--- config.mk ---
export PLATFORM = sky130hd
export DESIGN_NAME = edge_avoid_motor_sequencer_top
export DESIGN_NICKNAME = d
export VERILOG_FILES = /design/src/rtl/eams_pkg.sv /design/src/rtl/eams_cfg.sv /design/src/rtl/eams_core.sv /design/src/rtl/edge_avoid_motor_sequencer_top.sv
export SDC_FILE = /design/constraint.sdc
export NUM_CORES = 1
export LEC_CHECK = 0
export BUFFER_PORTS_ARGS = -buffer_cell sky130_fd_sc_hd__buf_2
export CAP_MARGIN = 20
export CORE_ASPECT_RATIO = 1.4
export CORE_MARGIN = 5
export CORE_UTILIZATION = 65
export CTS_CLUSTER_SIZE = 30
export DETAILED_ROUTE_END_ITERATION = 10
export GPL_TIMING_DRIVEN = 0
export PLACE_DENSITY = 0.9
export SLEW_MARGIN = 15
export SYNTH_ARGS = -nofsm -noshare
export SYNTH_HDL_FRONTEND = slang
export SYNTH_SLANG_ARGS = --single-unit
--- constraint.sdc ---
create_clock -name clk -period 5.6 [get_ports clk]
set_clock_uncertainty 0.15 [all_clocks]
set_input_delay 1.12 -clock clk [delete_from_list [all_inputs] [get_ports clk]]
set_output_delay 1.12 -clock clk [all_outputs]
set_load 0.01 [all_outputs]
--- src/rtl/eams_pkg.sv ---
// shared types, constants and helper functions of the edge-avoid motor sequencer
package eams_pkg;

    localparam int TIMER_BITS_DEF = 16;
    localparam int CFG_DATA_W     = 16;
    localparam int CFG_INDEX_W    = 3;
    localparam int DUTY_W         = 8;
    localparam int DUR_W          = 16;

    localparam logic [DUTY_W-1:0] DRIVE_SPEED_RST       = 8'd230;
    localparam logic [DUTY_W-1:0] LEFT_TRIM_RST         = 8'd7;
    localparam logic [DUTY_W-1:0] RIGHT_TRIM_RST        = 8'd0;
    localparam logic [DUR_W-1:0]  REVERSE_TICKS_RST     = 16'd300;
    localparam logic [DUR_W-1:0]  TURN_TICKS_RST        = 16'd200;
    localparam logic [DUR_W-1:0]  ESCAPE_TURN_TICKS_RST = 16'd300;
    localparam logic [DUR_W-1:0]  POLL_TICKS_RST        = 16'd10;

    typedef enum logic [CFG_INDEX_W-1:0] {
        REG_DRIVE_SPEED       = 3'd0,
        REG_LEFT_TRIM         = 3'd1,
        REG_RIGHT_TRIM        = 3'd2,
        REG_REVERSE_TICKS     = 3'd3,
        REG_TURN_TICKS        = 3'd4,
        REG_ESCAPE_TURN_TICKS = 3'd5,
        REG_POLL_TICKS        = 3'd6
    } cfg_idx_t;

    typedef enum logic [1:0] {
        PH_SAMPLE,
        PH_REVERSE,
        PH_TURN,
        PH_POLL
    } phase_t;

    typedef enum logic [1:0] {
        TURN_NONE,
        TURN_LEFT,
        TURN_RIGHT,
        TURN_ESCAPE
    } turn_t;

    typedef enum logic [2:0] {
        MODE_STOP,
        MODE_FWD,
        MODE_REV,
        MODE_ROT_L,
        MODE_ROT_R
    } mode_t;

    typedef struct packed {
        logic [DUTY_W-1:0] drive_speed;
        logic [DUTY_W-1:0] left_trim;
        logic [DUTY_W-1:0] right_trim;
        logic [DUR_W-1:0]  reverse_ticks;
        logic [DUR_W-1:0]  turn_ticks;
        logic [DUR_W-1:0]  escape_turn_ticks;
        logic [DUR_W-1:0]  poll_ticks;
    } cfg_t;

    typedef struct packed {
        logic [DUTY_W-1:0] left_fwd;
        logic [DUTY_W-1:0] left_rev;
        logic [DUTY_W-1:0] right_fwd;
        logic [DUTY_W-1:0] right_rev;
    } duty_t;

    // speed minus trim, clamped at zero
    function automatic logic [DUTY_W-1:0] sat_sub(input logic [DUTY_W-1:0] speed,
                                                  input logic [DUTY_W-1:0] trim);
        return (speed > trim) ? (speed - trim) : '0;
    endfunction

endpackage

--- src/rtl/eams_cfg.sv ---
// configuration register file of the edge-avoid motor sequencer
module eams_cfg (
    input  logic                              clk,
    input  logic                              rst_n,
    input  logic                              cfg_we,
    input  logic [eams_pkg::CFG_INDEX_W-1:0]  cfg_index,
    input  logic [eams_pkg::CFG_DATA_W-1:0]   cfg_data,
    output eams_pkg::cfg_t                    cfg
);
    import eams_pkg::*;

    cfg_t cfg_reg;

    always_ff @(posedge clk or negedge rst_n)
    begin
        if (!rst_n)
        begin
            cfg_reg.drive_speed       <= DRIVE_SPEED_RST;
            cfg_reg.left_trim         <= LEFT_TRIM_RST;
            cfg_reg.right_trim        <= RIGHT_TRIM_RST;
            cfg_reg.reverse_ticks     <= REVERSE_TICKS_RST;
            cfg_reg.turn_ticks        <= TURN_TICKS_RST;
            cfg_reg.escape_turn_ticks <= ESCAPE_TURN_TICKS_RST;
            cfg_reg.poll_ticks        <= POLL_TICKS_RST;
        end
        else if (cfg_we)
        begin
            case (cfg_index)
                REG_DRIVE_SPEED:       cfg_reg.drive_speed       <= cfg_data[DUTY_W-1:0];
                REG_LEFT_TRIM:         cfg_reg.left_trim         <= cfg_data[DUTY_W-1:0];
                REG_RIGHT_TRIM:        cfg_reg.right_trim        <= cfg_data[DUTY_W-1:0];
                REG_REVERSE_TICKS:     cfg_reg.reverse_ticks     <= cfg_data[DUR_W-1:0];
                REG_TURN_TICKS:        cfg_reg.turn_ticks        <= cfg_data[DUR_W-1:0];
                REG_ESCAPE_TURN_TICKS: cfg_reg.escape_turn_ticks <= cfg_data[DUR_W-1:0];
                REG_POLL_TICKS:        cfg_reg.poll_ticks        <= cfg_data[DUR_W-1:0];
                default: ;
            endcase
        end
    end

    assign cfg = cfg_reg;

endmodule

--- src/rtl/eams_core.sv ---
// manoeuvre state machine and duty selection, one tick per step
module eams_core #(
    parameter int TIMER_BITS = eams_pkg::TIMER_BITS_DEF
) (
    input  logic            clk,
    input  logic            rst_n,
    input  logic            step,
    input  logic            left_hit,
    input  logic            right_hit,
    input  logic            coin,
    input  eams_pkg::cfg_t  cfg,
    output eams_pkg::duty_t duty
);
    import eams_pkg::*;

    localparam logic [32:0] TIMER_MAX = (33'd1 << TIMER_BITS) - 33'd1;

    // duration register to timer load value: zero counts as one, clamp to timer range
    function automatic logic [TIMER_BITS-1:0] load_len(input logic [DUR_W-1:0] v);
        logic [32:0] n;
        n = (v == '0) ? 33'd1 : 33'(v);
        if (n > TIMER_MAX)
            n = TIMER_MAX;
        return n[TIMER_BITS-1:0];
    endfunction

    phase_t                phase_reg, phase_next;
    logic [TIMER_BITS-1:0] timer_reg, timer_next;
    turn_t                 turn_reg, turn_next;
    mode_t                 mode_reg, mode_next;
    logic                  moving_reg, moving_next;
    logic                  both_reg, both_next;

    always_ff @(posedge clk or negedge rst_n)
    begin
        if (!rst_n)
        begin
            phase_reg  <= PH_SAMPLE;
            timer_reg  <= '0;
            turn_reg   <= TURN_NONE;
            mode_reg   <= MODE_STOP;
            moving_reg <= 1'b0;
            both_reg   <= 1'b0;
        end
        else if (step)
        begin
            phase_reg  <= phase_next;
            timer_reg  <= timer_next;
            turn_reg   <= turn_next;
            mode_reg   <= mode_next;
            moving_reg <= moving_next;
            both_reg   <= both_next;
        end
    end

    always_comb
    begin
        logic [DUTY_W-1:0] ld;
        logic [DUTY_W-1:0] rd;

        phase_next  = phase_reg;
        timer_next  = timer_reg;
        turn_next   = turn_reg;
        mode_next   = mode_reg;
        moving_next = moving_reg;
        both_next   = both_reg;

        // sensor sample starts a new manoeuvre on a hit or a pending escape, else drives forward and polls
        if (phase_reg == PH_SAMPLE)
        begin
            if (left_hit || right_hit)
            begin
                moving_next = 1'b0;
                mode_next   = MODE_REV;
                if (left_hit && right_hit)
                begin
                    turn_next = TURN_NONE;
                    both_next = 1'b1;
                end
                else
                begin
                    turn_next = left_hit ? TURN_RIGHT : TURN_LEFT;
                end
                phase_next = PH_REVERSE;
                timer_next = load_len(cfg.reverse_ticks);
            end
            else if (both_reg)
            begin
                moving_next = 1'b0;
                mode_next   = coin ? MODE_ROT_R : MODE_ROT_L;
                turn_next   = TURN_ESCAPE;
                phase_next  = PH_TURN;
                timer_next  = load_len(cfg.escape_turn_ticks);
            end
            else
            begin
                if (!moving_reg)
                begin
                    mode_next   = MODE_FWD;
                    moving_next = 1'b1;
                end
                phase_next = PH_POLL;
                timer_next = load_len(cfg.poll_ticks);
            end
        end

        // duties of this tick follow the mode after sampling
        ld   = sat_sub(cfg.drive_speed, cfg.left_trim);
        rd   = sat_sub(cfg.drive_speed, cfg.right_trim);
        duty = '0;
        case (mode_next)
            MODE_FWD:
            begin
                duty.left_fwd  = ld;
                duty.right_fwd = rd;
            end
            MODE_REV:
            begin
                duty.left_rev  = ld;
                duty.right_rev = rd;
            end
            MODE_ROT_L:
            begin
                duty.left_rev  = ld;
                duty.right_fwd = rd;
            end
            MODE_ROT_R:
            begin
                duty.left_fwd  = ld;
                duty.right_rev = rd;
            end
            default: ;
        endcase

        // countdown and end-of-phase transitions
        if (timer_next != '0)
            timer_next = timer_next - TIMER_BITS'(1);
        if (timer_next == '0)
        begin
            case (phase_next)
                PH_REVERSE:
                begin
                    if (turn_next == TURN_LEFT || turn_next == TURN_RIGHT)
                    begin
                        mode_next  = (turn_next == TURN_LEFT) ? MODE_ROT_L : MODE_ROT_R;
                        turn_next  = TURN_NONE;
                        phase_next = PH_TURN;
                        timer_next = load_len(cfg.turn_ticks);
                    end
                    else
                    begin
                        mode_next  = MODE_STOP;
                        turn_next  = TURN_NONE;
                        phase_next = PH_POLL;
                        timer_next = load_len(cfg.poll_ticks);
                    end
                end
                PH_TURN:
                begin
                    if (turn_next == TURN_ESCAPE)
                    begin
                        both_next   = 1'b0;
                        mode_next   = MODE_FWD;
                        moving_next = 1'b1;
                    end
                    else
                    begin
                        mode_next = MODE_STOP;
                    end
                    turn_next  = TURN_NONE;
                    phase_next = PH_POLL;
                    timer_next = load_len(cfg.poll_ticks);
                end
                default:
                begin
                    phase_next = PH_SAMPLE;
                end
            endcase
        end
    end

endmodule

--- src/rtl/edge_avoid_motor_sequencer_top.sv ---
// top level of the edge-avoid motor sequencer: tick pipeline and config port
//
// usage
// - input channel: one request per timebase tick, carrying left_sensor,
//   right_sensor and coin_bit; taken when in_valid is high and in_stall low
// - output channel: one request per tick with the four motor pwm duties;
//   taken when out_valid is high and out_stall low
// - config port: cfg_we writes cfg_data into register cfg_index at the
//   clock edge (0 speed, 1/2 left/right trim, 3..6 durations in ticks);
//   index 7 is ignored; write only while no tick is in flight
// - path: each accepted tick passes the input register, then the sequencer
//   logic into the output register, before its duties reach the output
// - throughput: one tick per cycle, limited only by out_stall
// - stall: a full output register holds while out_stall is high; an empty
//   input register still takes one more tick, after which in_stall rises
// - reset: async, active low; sequencer restarts in its sample phase with
//   motors stopped, config registers back to their defaults
module edge_avoid_motor_sequencer_top #(
    parameter int TIMER_BITS = eams_pkg::TIMER_BITS_DEF
) (
    input  logic                              clk,
    input  logic                              rst_n,
    input  logic                              in_valid,
    output logic                              in_stall,
    input  logic                              left_sensor,
    input  logic                              right_sensor,
    input  logic                              coin_bit,
    output logic                              out_valid,
    input  logic                              out_stall,
    output logic [eams_pkg::DUTY_W-1:0]       left_fwd_duty,
    output logic [eams_pkg::DUTY_W-1:0]       left_rev_duty,
    output logic [eams_pkg::DUTY_W-1:0]       right_fwd_duty,
    output logic [eams_pkg::DUTY_W-1:0]       right_rev_duty,
    input  logic                              cfg_we,
    input  logic [eams_pkg::CFG_INDEX_W-1:0]  cfg_index,
    input  logic [eams_pkg::CFG_DATA_W-1:0]   cfg_data
);
    import eams_pkg::*;

    cfg_t  cfg;
    duty_t duty;

    // input stage
    logic  s1_valid_reg;
    logic  s1_left_reg;
    logic  s1_right_reg;
    logic  s1_coin_reg;

    // output stage
    logic  out_valid_reg;
    duty_t out_duty_reg;

    logic  out_load;
    logic  step;
    logic  in_take;

    // output register can take a new result when empty or being drained
    assign out_load = !out_valid_reg || !out_stall;
    // the pending tick advances through the sequencer
    assign step     = s1_valid_reg && out_load;
    // input register frees up when empty or when its tick advances
    assign in_stall = s1_valid_reg && !out_load;
    assign in_take  = in_valid && !in_stall;

    eams_cfg u_cfg (
        .clk       (clk),
        .rst_n     (rst_n),
        .cfg_we    (cfg_we),
        .cfg_index (cfg_index),
        .cfg_data  (cfg_data),
        .cfg       (cfg)
    );

    eams_core #(
        .TIMER_BITS (TIMER_BITS)
    ) u_core (
        .clk        (clk),
        .rst_n      (rst_n),
        .step       (step),
        .left_hit   (s1_left_reg),
        .right_hit  (s1_right_reg),
        .coin       (s1_coin_reg),
        .cfg        (cfg),
        .duty       (duty)
    );

    always_ff @(posedge clk or negedge rst_n)
    begin
        if (!rst_n)
        begin
            s1_valid_reg <= 1'b0;
        end
        else if (!in_stall)
        begin
            s1_valid_reg <= in_valid;
        end
    end

    // sensor payload, captured with each accepted tick
    always_ff @(posedge clk)
    begin
        if (in_take)
        begin
            s1_left_reg  <= left_sensor;
            s1_right_reg <= right_sensor;
            s1_coin_reg  <= coin_bit;
        end
    end

    always_ff @(posedge clk or negedge rst_n)
    begin
        if (!rst_n)
        begin
            out_valid_reg <= 1'b0;
        end
        else if (out_load)
        begin
            out_valid_reg <= s1_valid_reg;
        end
    end

    always_ff @(posedge clk)
    begin
        if (step)
        begin
            out_duty_reg <= duty;
        end
    end

    assign out_valid      = out_valid_reg;
    assign left_fwd_duty  = out_duty_reg.left_fwd;
    assign left_rev_duty  = out_duty_reg.left_rev;
    assign right_fwd_duty = out_duty_reg.right_fwd;
    assign right_rev_duty = out_duty_reg.right_rev;

`ifndef SYNTHESIS
    // back-pressure only when both stages are full and the output is held
    a_stall_cause: assert property (@(posedge clk) disable iff (!rst_n)
        in_stall |-> (s1_valid_reg && out_valid_reg && out_stall))
        else $error("input stalled without a full pipeline");

    // a tick held in the input stage is never dropped
    a_s1_kept: assert property (@(posedge clk) disable iff (!rst_n)
        (s1_valid_reg && in_stall) |=> s1_valid_reg)
        else $error("held tick lost from input stage");

    // a motor is never driven forward and backward at once
    a_left_excl: assert property (@(posedge clk) disable iff (!rst_n)
        out_valid |-> (left_fwd_duty == '0 || left_rev_duty == '0))
        else $error("left motor driven both ways");

    a_right_excl: assert property (@(posedge clk) disable iff (!rst_n)
        out_valid |-> (right_fwd_duty == '0 || right_rev_duty == '0))
        else $error("right motor driven both ways");
`endif

endmodule
Yosys cells after proc, flatten, opt, wreduce, memory -nomap -nowiden:

Cells that the tools add are included.

* word-level logic and storage cells: 129
* input port bits: 27
* output and inout bits: 34
* register bits: 150

* $lt $le $gt $ge: 6
* add/subtract/negate cells: 3
* equality and inequality tests: 15
* multiplexer cells: 52
* reduce and logical (&&, ||, !) cells: 31

Operators by type and width (count)
* two-way mux 16 bit: 14
* > comparator 33 x 16 -> 1 bit (second input constant): 4
* logical NOT 16 bit: 5
* one-hot mux 16 bit (2 select lines): 1
* two-way mux 3 bit: 8
* two-way mux 2 bit: 10
* > comparator 8 bit: 2
* two-way mux 8 bit: 2
* nonzero test 16 bit: 1
* subtractor 16 x 1 -> 16 bit (second input constant): 1
* subtractor 8 bit: 2
* two-way mux 1 bit: 15
* AND reduction 2 bit: 7
* == test 3 x 2 -> 1 bit (second input constant): 4
* == test 3 bit (second input constant): 4
* OR reduction 2 bit: 5
* == test 2 bit (second input constant): 3
* == test 3 x 1 -> 1 bit (second input constant): 2
* one-hot mux 3 bit (2 select lines): 1
* == test 2 x 1 -> 1 bit (second input constant): 2
* logical AND 1 bit: 4
* logical NOT 1 bit: 4
* one-hot mux 2 bit (2 select lines): 1
* logical NOT 3 bit: 1
* other kinds (2): 4

Depth between registers and ports, before layout:

* depth in word-level cells: 11
* mapped depth: 16

By module:

Synthesis repeated with hierarchy kept, for this count alone.

* cells, all modules: 776
* area, all modules: 8540.7 um^2

By module, submodules not included
* eams_core: seq. area each 625.6 um^2, area each 3933.8 um^2, cells an instance 539, instances 1
* eams_cfg: seq. area each 2228.4 um^2, area each 3463.3 um^2, cells an instance 194, instances 1
* edge_avoid_motor_sequencer_top: seq. area each 1101.1 um^2, area each 1143.6 um^2, cells an instance 43, instances 1

Worst setup path after synthesis:

Ideal clock, no wire load.

* path kind: reg2reg
* start point: register u_core.phase_reg[1]
* end point: register u_core.mode_reg[1]
* cell stages (with the launch flop): 17
* data required time: 5.259 ns
* path slack: 1.961 ns
* arrival time: 3.298 ns
* library setup time: 0.191 ns
* buffers on the path: 3
* clock period less this slack: 3.639 ns
* cell sequence: dfrtp_1 or2_1 buf_2 a21oi_1 a211o_1 and2_1 clkbuf_1 ha_1 nand3_1 nor4_4 nand3_1 a211oi_1 nand4_2 nor3_4 buf_6 mux2i_1 a21oi_1

* word-level cells in the longest chain between the ends: 7

RTL lines
* start, declared: line eams_core.sv:27 `phase_t phase_reg, phase_next;`
* start signal, assigned: line eams_core.sv:47 `phase_reg <= phase_next;`
* branches (longest 6 deep; another with subtractor 16 x 1 -> 16 bit)
* two-way mux 3 bit (*): line eams_core.sv:138 `if (timer_next == '0)`
* end signal, assigned: line eams_core.sv:50 `mode_reg <= mode_next;`
* end, declared: line eams_core.sv:30 `mode_t mode_reg, mode_next;`

Every way passes the cells marked *.
A chain may end at the register's enable or synchronous reset.

Worst setup path in the final report:

* start point: register s1_right_reg
* end point: register u_core.timer_reg[10]

* word-level cells in the longest chain between the ends: 9

RTL lines
* start, declared: line edge_avoid_motor_sequencer_top.sv:46 `logic s1_right_reg;`
* start signal, assigned: line edge_avoid_motor_sequencer_top.sv:105 `s1_right_reg <= right_sensor;`
* branches (longest 8 deep; another with subtractor 16 x 1 -> 16 bit)
* two-way mux 16 bit (*): line eams_core.sv:138
* end signal, assigned: line eams_core.sv:48 `timer_reg <= timer_next;`
* end, declared: line eams_core.sv:28 `logic [TIMER_BITS-1:0] timer_reg, timer_next;`

Marked as above.

==> impl_metrics.env <==
export IMPL_drcViolationCount=0
export IMPL_ios=61
export IMPL_cts_tree="built"
export IMPL_grt_pass1_wl_um=36900
export IMPL_grtUsageTotal=0.315
export IMPL_start_util=0.667
export IMPL_cts_max_level=4
export IMPL_netlist_area_mm2=0.00825
export IMPL_postRouteAntennaNets=0
export IMPL_min_from="u_core.turn_reg[0]"
export IMPL_finalCritPeriodShare=0.831
export IMPL_largest_reg_flops=88
export IMPL_slowest_stage="nor3b_1"
export IMPL_synth_edf_count=35
export IMPL_total_power_mw=4.45
export IMPL_cts_sinks=150
export IMPL_worst_slew_pin_slew_ns=0.951
export IMPL_timing_rr_start="s1_right_reg"
export IMPL_place_gp_congestion=0.991
export IMPL_clockRootBuffer="clkbuf_16"
export IMPL_setup_slack_ns=0.947
export IMPL_hold_buffers=0
export IMPL_dr_pass1_iters=7
export IMPL_fin_hold_ws_ns=0.339
export IMPL_insertion_delay_ns=0.44
export IMPL_maxSlewHeadroom=0.359
export IMPL_reg2reg_to="u_core.timer_reg[10]"
export IMPL_end_kind="register"
export IMPL_path_cells="clkbuf_1, nor3b_1, o21ai_0, o32a_1, and2_1, clkbuf_1, ha_1, and3_1, buf_2, nand3_1, mux2i_1, nand4_2, nor3_4, buf_6, nand2_1, a41oi_1"
export IMPL_fp_coreArea_mm2=0.0124
export IMPL_grt_overflow=0
export IMPL_synth_seq_cells=150
export IMPL_p_per_area_mw_per_mm2=475
export IMPL_max_cap_viol_count=0
export IMPL_numCtsBuffers=17
export IMPL_yosysSeqAreaShare=0.480
export IMPL_setup_tns_ns=0
export IMPL_worstPathArrival_ns=4.84
export IMPL_holdPathStages=2
export IMPL_min_to="u_core.turn_reg[0]"
export IMPL_async_reset_ff_frac=0.767
export IMPL_post_cts_repair_setup_buffers=0
export IMPL_rsz0062_at_grt="false"
export IMPL_synth_nets=833
export IMPL_layout_common_cells="dfrtp_1, mux2_2, nand2_1, buf_2, o21ai_0"
export IMPL_ctsLongestPathBuffers=2
export IMPL_n_antenna_cell=0
export IMPL_synthFlopType="dfrtp_1"
export IMPL_hold_viol_final=0
export IMPL_synth_cell_types=69
export IMPL_layout_commonest_cell="dfrtp_1"
export IMPL_crit_required_ns=5.78
export IMPL_rrSetupSlack_ns=0.95
export IMPL_antenna_found_initial=0
export IMPL_vias_per_cell=6.79
export IMPL_rows=48
export IMPL_drive_above_1_share=0.245
export IMPL_finalCriticalPeriod_ns=4.65
export IMPL_finalNetCount=914
export IMPL_startpoint_type="register"
export IMPL_cpMostUsedCell="clkbuf_1"
export IMPL_path_class="reg -> reg"
export IMPL_pre_cts_ws_ns=1.13
export IMPL_wl_um=23300
export IMPL_syn_area_per_cell_um2=10.6
export IMPL_ys_warn_count=0
export IMPL_n_fill_cell=799
export IMPL_grt_max_degree=60
export IMPL_synth_cells=781
export IMPL_min_path_type="reg -> reg"
export IMPL_max_freq_mhz=215
export IMPL_vias=6964
export IMPL_numPortBuffers=58
export IMPL_clk_pin_slew_ns=0.06
export IMPL_drv_slew=0
export IMPL_p_leak_nw=4.01
export IMPL_die_h_um=143
export IMPL_hpwl_um=16500
export IMPL_fp_dieArea_mm2=0.0151
export IMPL_grt_pass1_vias=6950
export IMPL_drt_iter0_markers=707
export IMPL_fp_dieW_um=105
export IMPL_setup_violations=0
export IMPL_outcome="finished, final reports clean"
export IMPL_syn_to_final_growth_pct=13.6
export IMPL_cts_resized=0
export IMPL_vdd_drop_max_mv=0.295
export IMPL_cp_max_fo=10
export IMPL_ff2ff_path_depth=16
export IMPL_cp_slowest_stage_delay_ns=0.58
export IMPL_drt_wirelength_per_cell_um=22.7
==> power by group <==
part | switching, mW | internal, mW | total, mW
sequential | 0.215 | 1.43 | 1.65
combinational | 1.00 | 0.674 | 1.68
clock | 0.483 | 0.639 | 1.12
==> worst max-delay path by stage <==
stage,start,endpoint,cells past startpoint
after floorplan,u_core.phase_reg[1],u_core.mode_reg[1],16
after global placement,s1_right_reg,u_core.mode_reg[1],16
after detailed placement,s1_right_reg,u_core.timer_reg[10],16
after CTS,s1_right_reg,u_core.timer_reg[10],16
after global routing,u_core.phase_reg[1],u_core.timer_reg[1],14
final,s1_right_reg,u_core.timer_reg[10],16
==> critical path, delay by kind of cell, from the launching register on <==
| family | cells | cell delay (ns) |
|---|---|---|
| buffers and inverters | 4 | 0.87 |
| and+or+nand+nor | 7 | 1.66 |
| AOI/OAI and AO/OA | 3 | 0.67 |
| adders and majority gates | 1 | 0.32 |
| DFF | 1 | 0.42 |
| muxes | 1 | 0.46 |
==> cell families (layout without fill, tap and decap cells) <==
logic type	count (synthesis)	in the layout	synth area share
simple gates	261	261	0.168
fa+ha+maj	25	25	0.0398
flops	150	150	0.480
buf+inv	70	164	0.0363
mux	93	93	0.125
compound gates	162	162	0.130
xor+xnor	20	20	0.0212
==> synthesized netlist by cell type (all sizes together), types with 3 or more instances <==
cell	count	area, um2
a211oi	9	67.6
a21o	8	60.1
a21oi	27	135
a221o	7	70.1
a22o	3	26.3
a22oi	5	42.5
a31oi	7	43.8
a41oi	4	35.0
and2	18	113
and3	19	119
buf	14	88.8
clkbuf	22	82.6
dfrtp	94	2350
dfstp	21	552
edfxtp	35	1050
ha	23	288
inv	34	128
mux2	77	867
mux2i	16	164
nand2	68	255
nand2b	7	43.8
nand3	18	95.1
nand4	15	100
nand4b	4	35.0
nor2	48	185
nor2b	15	93.8
nor3	17	96.4
nor3b	3	22.5
nor4	21	161
o211ai	5	37.5
o21a	6	45.0
o21ai	52	260
o21bai	7	52.6
o22ai	3	18.8
xnor2	13	114
xor2	7	61.3
==> through the flow <==
stage | instances | utilization | instance area (um2)
floorplan | 781 | - | 8250
global placement | 989 | 0.705 | 8720
detailed placement | 992 | 0.710 | 8780
CTS | 1024 | 0.757 | 9360
global route | 1025 | 0.757 | 9370
finish | 1025 | 0.757 | 9370
==> final cells by class <==
type	instances	area [um2]	share of cell area
Tap cell	150	188	0.0200
Multi-Input combinational cell	561	3990	0.426
Inverter	34	128	0.0136
Buffer	36	173	0.0184
Sequential cell	150	3960	0.422
Clock inverter	10	80.1	0.00855
Clock buffer	22	497	0.0530
Timing Repair Buffer	62	354	0.0378
==> per-layer routing <==
metal / up-vias / share of wire / track usage
met5: - / 0 / 0
met4: 0 / 0.080 / 0.240
met3: 145 / 0.075 / 0.0669
met2: 443 / 0.49 / 0.519
met1: 3343 / 0.35 / 0.356
li1: 3033 / - / -
(Power assumes the default switching activity.)
